[src/sv/efcrc6_pkg.sv]
`timescale 1ns / 1ps

package efcrc6_pkg;

   localparam int unsigned BYTE_W    = 8;
   localparam int unsigned FRAME_W   = 24;
   localparam int unsigned PART_W    = 16;
   localparam int unsigned PAYLOAD_W = 18;
   localparam int unsigned ANGLE_W   = 14;
   localparam int unsigned STATUS_W  = 4;
   localparam int unsigned CRC_W     = 6;

   localparam logic OUTCOME_OK      = 1'b0;
   localparam logic OUTCOME_CRC_ERR = 1'b1;

   // bytes of the current frame already held
   typedef enum logic [1:0] {
      CNT_NONE = 2'd0,
      CNT_ONE  = 2'd1,
      CNT_TWO  = 2'd2
   } byte_count_type;

   typedef struct packed {
      logic               vld;
      logic [FRAME_W-1:0] bits;
   } frame_stage_type;

   // x^(i+6) mod x^6+x+1: contribution of payload bit i to the crc
   localparam logic [CRC_W-1:0] CRC_COLUMN [PAYLOAD_W] = '{
      6'h03, 6'h06, 6'h0C, 6'h18, 6'h30, 6'h23, 6'h05, 6'h0A, 6'h14,
      6'h28, 6'h13, 6'h26, 6'h0F, 6'h1E, 6'h3C, 6'h3B, 6'h35, 6'h29
   };

   function automatic logic [CRC_W-1:0] crc6_of18(input logic [PAYLOAD_W-1:0] payload);
      logic [CRC_W-1:0] crc;
      crc = '0;
      for (int i = 0; i < PAYLOAD_W; i++) begin
         if (payload[i]) begin
            crc = crc ^ CRC_COLUMN[i];
         end
      end
      return crc;
   endfunction

endpackage

[src/sv/efcrc6_if.sv]
`timescale 1ns / 1ps

interface efcrc6_req_if
   import efcrc6_pkg::*;
   ();
   logic              valid;
   logic              ready;
   logic [BYTE_W-1:0] rx_byte;
   logic              frame_start;

   modport source (output valid, output rx_byte, output frame_start, input ready);
   modport sink (input valid, input rx_byte, input frame_start, output ready);
endinterface

interface efcrc6_rsp_if
   import efcrc6_pkg::*;
   ();
   logic                valid;
   logic                ready;
   logic [ANGLE_W-1:0]  angle;
   logic [STATUS_W-1:0] status_bits;
   logic [CRC_W-1:0]    crc_carried;
   logic [CRC_W-1:0]    crc_computed;
   logic                outcome;

   modport source (output valid, output angle, output status_bits, output crc_carried,
                   output crc_computed, output outcome, input ready);
   modport sink (input valid, input angle, input status_bits, input crc_carried,
                 input crc_computed, input outcome, output ready);
endinterface

[src/sv/efcrc6_assemble.sv]
`timescale 1ns / 1ps

module efcrc6_assemble
   import efcrc6_pkg::*;
   (
   input  logic            clock,
   input  logic            reset,
   input  logic            in_valid,
   output logic            in_ready,
   input  logic [BYTE_W-1:0] rx_byte,
   input  logic            frame_start,
   output frame_stage_type frm,
   input  logic            frm_ready
);

   byte_count_type     count_ff, count_in, count_now;
   logic [PART_W-1:0]  partial_ff, partial_in;
   frame_stage_type    frm_ff, frm_in;
   logic               accept;

   assign in_ready = !frm_ff.vld || frm_ready;
   assign accept   = in_valid && in_ready;
   assign frm      = frm_ff;

   always_comb begin
      count_now  = frame_start ? CNT_NONE : count_ff;
      count_in   = count_ff;
      partial_in = partial_ff;
      frm_in     = frm_ff;
      if (frm_ready) begin
         frm_in.vld = 1'b0;
      end
      if (accept) begin
         unique case (count_now)
            CNT_ONE: begin
               partial_in = {partial_ff[BYTE_W-1:0], rx_byte};
               count_in   = CNT_TWO;
            end
            CNT_TWO: begin
               frm_in.vld  = 1'b1;
               frm_in.bits = {partial_ff, rx_byte};
               partial_in  = '0;
               count_in    = CNT_NONE;
            end
            default: begin
               // start of a frame, also the unused count code
               partial_in = {{(PART_W-BYTE_W){1'b0}}, rx_byte};
               count_in   = CNT_ONE;
            end
         endcase
      end
   end

   always_ff @(posedge clock) begin
      if (reset) begin
         count_ff   <= CNT_NONE;
         partial_ff <= '0;
         frm_ff.vld <= 1'b0;
      end else begin
         count_ff   <= count_in;
         partial_ff <= partial_in;
         frm_ff.vld <= frm_in.vld;
      end
      frm_ff.bits <= frm_in.bits;
   end

endmodule

[src/sv/efcrc6_check.sv]
`timescale 1ns / 1ps

module efcrc6_check
   import efcrc6_pkg::*;
   (
   input  logic                clock,
   input  logic                reset,
   input  frame_stage_type     frm,
   output logic                frm_ready,
   output logic                out_valid,
   input  logic                out_ready,
   output logic [ANGLE_W-1:0]  angle,
   output logic [STATUS_W-1:0] status_bits,
   output logic [CRC_W-1:0]    crc_carried,
   output logic [CRC_W-1:0]    crc_computed,
   output logic                outcome
);

   logic                vld_ff, vld_in;
   logic [ANGLE_W-1:0]  angle_ff, angle_in;
   logic [STATUS_W-1:0] status_ff, status_in;
   logic [CRC_W-1:0]    crc_rx_ff, crc_rx_in;
   logic [CRC_W-1:0]    crc_calc_ff, crc_calc_in;
   logic                outcome_ff, outcome_in;
   logic                take;

   assign frm_ready = !vld_ff || out_ready;
   assign take      = frm.vld && frm_ready;

   always_comb begin
      angle_in    = frm.bits[FRAME_W-1 -: ANGLE_W];
      status_in   = frm.bits[CRC_W +: STATUS_W];
      crc_rx_in   = frm.bits[CRC_W-1:0];
      crc_calc_in = crc6_of18(frm.bits[FRAME_W-1:CRC_W]);
      outcome_in  = (crc_rx_in != crc_calc_in) ? OUTCOME_CRC_ERR : OUTCOME_OK;
      vld_in      = take ? 1'b1 : (out_ready ? 1'b0 : vld_ff);
   end

   always_ff @(posedge clock) begin
      if (reset) begin
         vld_ff <= 1'b0;
      end else begin
         vld_ff <= vld_in;
      end
      if (take) begin
         angle_ff    <= angle_in;
         status_ff   <= status_in;
         crc_rx_ff   <= crc_rx_in;
         crc_calc_ff <= crc_calc_in;
         outcome_ff  <= outcome_in;
      end
   end

   assign out_valid    = vld_ff;
   assign angle        = angle_ff;
   assign status_bits  = status_ff;
   assign crc_carried  = crc_rx_ff;
   assign crc_computed = crc_calc_ff;
   assign outcome      = outcome_ff;

endmodule

[src/sv/encoder_frame_crc6_checker_top.sv]
`timescale 1ns / 1ps

// Encoder frame CRC-6 checker.
// req_ch carries one frame byte per word, most significant byte first, with
// frame_start marking the first byte of a frame; without it the count runs
// freely and every third byte closes a frame.
// rsp_ch carries one word per completed frame: angle, status bits, the
// received crc, the crc computed over the upper 18 frame bits and the
// outcome (ok or crc mismatch). Bytes one and two produce no word.
// Path: the third byte closes the frame into the frame register; the check
// then loads the result register, from which the result word is offered.
// req_ch takes one byte per cycle while req_ch.ready is high; the crc is a
// combinational xor network.
// A stalled result holds in the result register while the frame register
// still takes one more frame; req_ch.ready drops only when both are full.
// Synchronous reset empties both registers and restarts the byte count.

module encoder_frame_crc6_checker_top
   import efcrc6_pkg::*;
   (
   input  logic          clock,
   input  logic          reset,
   efcrc6_req_if.sink    req_ch,
   efcrc6_rsp_if.source  rsp_ch
);

   frame_stage_type frm;
   logic            frm_ready;

   efcrc6_assemble u_assemble (
      .clock       (clock),
      .reset       (reset),
      .in_valid    (req_ch.valid),
      .in_ready    (req_ch.ready),
      .rx_byte     (req_ch.rx_byte),
      .frame_start (req_ch.frame_start),
      .frm         (frm),
      .frm_ready   (frm_ready)
   );

   efcrc6_check u_check (
      .clock        (clock),
      .reset        (reset),
      .frm          (frm),
      .frm_ready    (frm_ready),
      .out_valid    (rsp_ch.valid),
      .out_ready    (rsp_ch.ready),
      .angle        (rsp_ch.angle),
      .status_bits  (rsp_ch.status_bits),
      .crc_carried  (rsp_ch.crc_carried),
      .crc_computed (rsp_ch.crc_computed),
      .outcome      (rsp_ch.outcome)
   );

endmodule

[src/flat_wrapper.sv]
// flat-port wrapper written by rule: the top's interface ports become plain ports
module encoder_frame_crc6_checker_top_flat import efcrc6_pkg::*;
  (clock, reset, req_ch_valid, req_ch_rx_byte, req_ch_frame_start, req_ch_ready, rsp_ch_valid, rsp_ch_angle, rsp_ch_status_bits, rsp_ch_crc_carried, rsp_ch_crc_computed, rsp_ch_outcome, rsp_ch_ready);
  efcrc6_req_if req_ch_i ();
  efcrc6_rsp_if rsp_ch_i ();
  input  logic clock;
  input  logic reset;
  input wire logic [$bits(req_ch_i.valid)-1:0] req_ch_valid;
  input wire logic [$bits(req_ch_i.rx_byte)-1:0] req_ch_rx_byte;
  input wire logic [$bits(req_ch_i.frame_start)-1:0] req_ch_frame_start;
  output wire logic [$bits(req_ch_i.ready)-1:0] req_ch_ready;
  output wire logic [$bits(rsp_ch_i.valid)-1:0] rsp_ch_valid;
  output wire logic [$bits(rsp_ch_i.angle)-1:0] rsp_ch_angle;
  output wire logic [$bits(rsp_ch_i.status_bits)-1:0] rsp_ch_status_bits;
  output wire logic [$bits(rsp_ch_i.crc_carried)-1:0] rsp_ch_crc_carried;
  output wire logic [$bits(rsp_ch_i.crc_computed)-1:0] rsp_ch_crc_computed;
  output wire logic [$bits(rsp_ch_i.outcome)-1:0] rsp_ch_outcome;
  input wire logic [$bits(rsp_ch_i.ready)-1:0] rsp_ch_ready;
  assign req_ch_i.valid = req_ch_valid;
  assign req_ch_i.rx_byte = req_ch_rx_byte;
  assign req_ch_i.frame_start = req_ch_frame_start;
  assign req_ch_ready = req_ch_i.ready;
  assign rsp_ch_valid = rsp_ch_i.valid;
  assign rsp_ch_angle = rsp_ch_i.angle;
  assign rsp_ch_status_bits = rsp_ch_i.status_bits;
  assign rsp_ch_crc_carried = rsp_ch_i.crc_carried;
  assign rsp_ch_crc_computed = rsp_ch_i.crc_computed;
  assign rsp_ch_outcome = rsp_ch_i.outcome;
  assign rsp_ch_i.ready = rsp_ch_ready;
  encoder_frame_crc6_checker_top u_core (.clock(clock), .reset(reset), .req_ch(req_ch_i), .rsp_ch(rsp_ch_i));
endmodule
[config.mk]
export PLATFORM = sky130hd
export DESIGN_NAME = encoder_frame_crc6_checker_top_flat
export DESIGN_NICKNAME = d
export VERILOG_FILES = /design/src/sv/efcrc6_pkg.sv /design/src/sv/efcrc6_if.sv /design/src/sv/efcrc6_assemble.sv /design/src/sv/efcrc6_check.sv /design/src/sv/encoder_frame_crc6_checker_top.sv /design/src/flat_wrapper.sv
export SDC_FILE = /design/constraint.sdc
export NUM_CORES = 1
export LEC_CHECK = 0
export ABC_CLOCK_PERIOD_IN_PS = 2800
export BUFFER_PORTS_ARGS = -buffer_cell sky130_fd_sc_hd__buf_2
export CORE_UTILIZATION = 25
export DETAILED_ROUTE_END_ITERATION = 12
export PLACE_DENSITY = 0.45
export SLEW_MARGIN = 20
export SYNTH_ARGS = -nofsm -noshare
export SYNTH_HDL_FRONTEND = slang
export SYNTH_SLANG_ARGS = --single-unit
[constraint.sdc]
create_clock -name clock -period 2.8 [get_ports clock]
set_clock_uncertainty 0.1 [all_clocks]
set_input_delay 0.42 -clock clock [delete_from_list [all_inputs] [get_ports clock]]
set_output_delay 0.42 -clock clock [all_outputs]
set_load 0.01 [all_outputs]
# Word level (Yosys, flattened, before mapping)
# Cells that the tools add are included.
[totals] ff_bits=75 latch_bits=0 ram_bits=0 romBits=0 input_bits=13 out_inout_bits=33 word_cells=65 mem_count=0
[classes] add_sub_neg=0 mul=0 n_div=0 order_cmp=0 n_eq_ne=3 shift=0 n_mux=27 n_bitwise=17 reduce_logical=8
[ops] cell="2-to-1 mux 25 bit" n=2
[ops] cell="2-to-1 mux 6 bit" n=8
[ops] cell="one-hot mux 16 bit (2 select lines)" n=1
[ops] cell="2-to-1 mux 5 bit" n=4
[ops] cell="inverter 2 bit" n=8
[ops] cell="inverter 4 bit" n=4
[ops] cell="2-to-1 mux 4 bit" n=3
[ops] cell="inverter 3 bit" n=4
[ops] cell="2-to-1 mux 3 bit" n=2
[ops] cell="!= test 6 bit" n=1
[ops] cell="inverter 5 bit" n=1
[ops] cell="2-to-1 mux 1 bit" n=4
[ops] cell="2-to-1 mux 2 bit" n=2
[ops] cell="one-hot mux 2 bit (2 select lines)" n=1
[ops] cell="equality test 2 x 1 -> 1 bit (second input constant)" n=1
[ops] cell="equality test 2 bit (second input constant)" n=1
[ops] cell="logical AND 1 bit" n=2
[ops] cell="logical NOT 1 bit" n=2
[ops] cell="logical OR 1 bit" n=2
[ops] cell="AND reduction 2 bit" n=1
[ops] cell="nonzero test 2 bit" n=1

# Depth between registers and ports, before layout
[logic_depth] word_depth=37 depth_mapped=7 depth_no_buf=5

# Hierarchy
# From an unflattened synthesis, not the netlist that was laid out.
[unflattened] hier_cells=206 area_unflattened_um2=3106.7
[by_module_without_submodules] module="efcrc6_assemble" instances=1 cells_each=127 area_each_um2=1646.6 seq_area_each_um2=1101.1
[by_module_without_submodules] module="efcrc6_check" instances=1 cells_each=79 area_each_um2=1460.2 seq_area_each_um2=950.9

# Worst setup path after synthesis
# OpenSTA, ideal clock, no wires.
[synth_path] path_kind="reg2reg" startpoint="reg u_core.u_check.vld_ff (netlist: u_core.u_check.out_valid)" endpoint="reg u_core.u_check.angle_ff[0] (netlist: u_core.u_check.angle[0]) (enable)" setup_ns=0.423 arrival_ns=1.887 required_ns=2.277 slack_ns=0.390 stages_incl_launch_ff=3 path_buffers=0 synth_period_minus_slack_ns=2.410 path_cell_list="dfxtp_1 > nor2b_1 > nor2b_1"
[synth_via] elab_chain_len=3
[synth_rtl] element="start: declaration" line="efcrc6_check.sv:19" text="logic vld_ff, vld_in;"
[synth_rtl] element="start signal: assignment" line="efcrc6_check.sv:43" text="vld_ff <= vld_in;"
[synth_rtl] element="logical NOT 1 bit" line="efcrc6_check.sv:27" text="assign frm_ready = !vld_ff || out_ready;"
[synth_rtl] element="logical OR 1 bit" line="efcrc6_check.sv:27"
[synth_rtl] element="logical AND 1 bit" line="efcrc6_check.sv:28" text="assign take = frm.vld && frm_ready;"
[synth_rtl] element="named net u_core.u_check.take" line="efcrc6_check.sv:25" text="logic take;"
[synth_rtl] element="end signal: assignment" line="efcrc6_check.sv:46" text="angle_ff <= angle_in;"
[synth_rtl] element="end: declaration" line="efcrc6_check.sv:20" text="logic [ANGLE_W-1:0] angle_ff, angle_in;"
# The timed path passes the listed nets, and every way through them passes these cells.
# A chain may end at the register's enable or synchronous reset.

# Worst setup path after layout
[layout_path] startpoint="reg u_core.u_assemble.frm_ff, in the netlist u_core.u_assemble.frm[20]" endpoint="reg u_core.u_check.outcome_ff (netlist: u_core.u_check.outcome) (data pin)"
[layout_via] elab_chain_len=9
[layout_rtl] element="start: declaration" line="efcrc6_assemble.sv:18" text="frame_stage_type frm_ff, frm_in;"
[layout_rtl] element="2-to-1 mux 6 bit *" line="efcrc6_pkg.sv:38" text="if (payload[i]) begin"
[layout_rtl] element="inverter 5 bit (no line)"
[layout_rtl] element="2-to-1 mux 6 bit *" line="efcrc6_pkg.sv:38"
[layout_rtl] element="inverter 4 bit (no line)"
[layout_rtl] element="2-to-1 mux 6 bit *" line="efcrc6_pkg.sv:38"
[layout_rtl] element="inverter 3 bit (no line)"
[layout_rtl] element="2-to-1 mux 6 bit *" line="efcrc6_pkg.sv:38"
[layout_rtl] element="!= test 6 bit *" line="efcrc6_check.sv:35" text="outcome_in = (crc_rx_in != crc_calc_in) ? OUTCOME_CRC_ERR : OUTCOME_OK;"
[layout_rtl] element="2-to-1 mux 1 bit *" line="efcrc6_check.sv:35"
[layout_rtl] element="named net u_core.u_check.outcome_in" line="efcrc6_check.sv:24" text="logic outcome_ff, outcome_in;"
[layout_rtl] element="end signal: assignment" line="efcrc6_check.sv:50" text="outcome_ff <= outcome_in;"
[layout_rtl] element="end: declaration" line="efcrc6_check.sv:24"
# Mark *: on every way through the listed nets, which the timed path passes. The rest lies on a longest branch.

==> results.ini <==
[worst_setup_path]
worst_ep_required_time_ns = 2.77
endpoint_kind = flop
ff2ff_setup_slack_ns = 0.68
crit_path_frequent_cell = xnor2_1
critPathTopFamily = XOR/XNOR gates
cp_data_arrival_time_ns = 2.09
max_stage_delay_ns = 0.50
critPathMaxFanout = 4
slowest_stage = edfxtp_1
critPathKind = flop to flop
critPathBufInv = 0
cp-start-kind = flop
path_cells = xnor2_1, xnor3_2, xnor2_1, nor3_1, o221ai_2

[finish]
final_area_um2 = 3590
final_net_count = 266
drive_gt1_share_pct = 27.5
fin_cells = 398
area_delta_synth_final_pct = 22.7
nFillCells = 1172
fin_util_pct = 31.4
diodes = 0

[floorplanning]
io_pins = 46
initial_core_util_pct = 25.6
die_w_um = 110
die_area_um2 = 12100
die_h_um = 110
core-area_um2 = 11400
std_cell_rows = 39

[drt]
ant_nets = 0
drc = 0
firstDrtPassIters = 4
drt-total-wl_um = 5510
viasPerCell = 4.04
dr_total_vias = 1607
drt-wirelength-per-cell_um = 13.9
drtIter0Drc = 116

[logic_synthesis]
synth_common_cells = 55 x edfxtp_1, 25 x xnor2_1, 24 x nand2_1
synth.largest_area_cell = edfxtp_1
synth_edf_count = 55
syn_avg_cell_area_um2 = 14.7
yosysUniqueCellTypes = 25
dominantRegCellSynth = edfxtp_1
ys_async_sr_fraction_pct = 0
syn_nets = 215
syn_inst = 199
synth.area.top_cells = edfxtp_1 56%, dfxtp_1 14%, xnor2_1 7.5%
synth_top_area_share_pct = 56.5
yosysSeqAreaShare_pct = 70.2
yosysMostFrequentCell = edfxtp_1
ys_ff_latch = 75
yosys_warnings = 0
netlist_area_um2 = 2920

[clocking]
ctsResizeCount = 0
htreeDepth = 3
cts_setup_buffers = 0
hold_buffers = 0
cts_max_path_buffers = 2
clock_latency_ns = 0.33
clock_sinks = 75
cts_tree = built
root_buffer = clkbuf_16
numCtsBuffers = 9
clkSlewWorstSetupHoldPaths_ns = 0.06

[sta]
worst_slew_pin_slew_ns = 0.643
fmax_ghz = 0.471
setup_viol = 0
postLayoutSetupSlackWorst_ns = 0.678
min_period_ns = 2.12
setup_tns_ns = 0
final_max_slew_viol_count = 0
post-route-period-util_pct = 75.8
slew_headroom_pct = 57.1
fin_hold_ws_ns = 0.199
rsz0062_at_grt = false
hold_violations = 0

[power_and_ir_drop]
ir_drop_v = 0.000278
p_per_area_nw_per_um2 = 646
total_power_mw = 2.32
power.leakage_nw = 1.29

[outcome]
status = finished clean

[placement]
dp_cells = 382
place_congestion = 0.679
pre_cts_slack_ns = 0.660
hpwl_um = 4040
port_buffers = 45
place_area_um2 = 3320

[global_route]
grt_pass1_wl_um = 8440
grt_max_degree = 32
grt-ovfl-total = 0
grt_pass1_vias = 1595
antenna_found_initial = 0
grt_util_all_layers_pct = 9.97

[job]
cap_violations = 0

[hold_path]
hold_path.class = input port to flop

cell type report:
class                      instances  area, um^2  area share [%]
sequential                        75        2050            57.2
multi-input combinational        115         838            23.4
timing repair buffer              47         240            6.70
clock buffer                      10         229            6.38
tap                              143         179            4.99
clock inverter                     6        41.3            1.15
inverter                           2        7.51           0.209
layer usage:
layer	GRT usage, %	vias up	share of wire, %
met5	0	-	0
met4	5.92	0	2.2
met3	2.29	12	3.8
met2	16.3	37	49
met1	12.0	755	45
li1	-	803	-
registers in the layout, indices dropped and copies added (netlist names):
signal / count
u_core.u_assemble.partial_ff: 16
u_core.u_check.angle: 14
u_core.u_check.out_valid: 1
u_core.u_check.outcome: 1
u_core.u_check.crc_carried: 6
u_core.u_assemble.count_ff: 2
u_core.u_check.status_bits: 4
u_core.u_check.crc_computed: 6
u_core.u_assemble.frm: 25
power by group:
part	leakage (nW)	internal (mW)	switching, mW	total [mW]
Sequential	0.662	1.20	0.00941	1.21
Clock	0.125	0.599	0.442	1.04
Combinational	0.506	0.0289	0.0424	0.0713
Total	1.29	1.82	0.494	2.32
cells in the final DEF, fill, tap and decap left out, drive strengths merged, types with 4 or more instances in the layout:
cell,count
nand3,16
xor2,4
xnor2,28
clkbuf,10
nand2,24
edfxtp,55
buf,47
dfxtp,20
a21oi,19
logic make-up after synthesis:
group | count (synthesis) | share of synthesized area [%]
compound gates | 20 | 3.77
xor+xnor | 37 | 14.6
fa+ha+maj | 3 | 1.28
buf+inv | 9 | 1.24
flops | 75 | 70.2
mux | 1 | 0.342
simple gates | 54 | 8.56
path summary, 6_finish.rpt:
check	depth (start not counted)	end	startpoint
worst max-delay path	5	u_core.u_check.outcome	u_core.u_assemble.frm[20]
worst min-delay path	1	u_core.u_assemble.frm[1]	req_ch_rx_byte[1]
worst max register to register	5	u_core.u_check.outcome	u_core.u_assemble.frm[20]
worst min register to register	0	u_core.u_assemble.frm[16]	u_core.u_assemble.partial_ff[8]
Note: power is estimated with default switching activity, not from simulation.
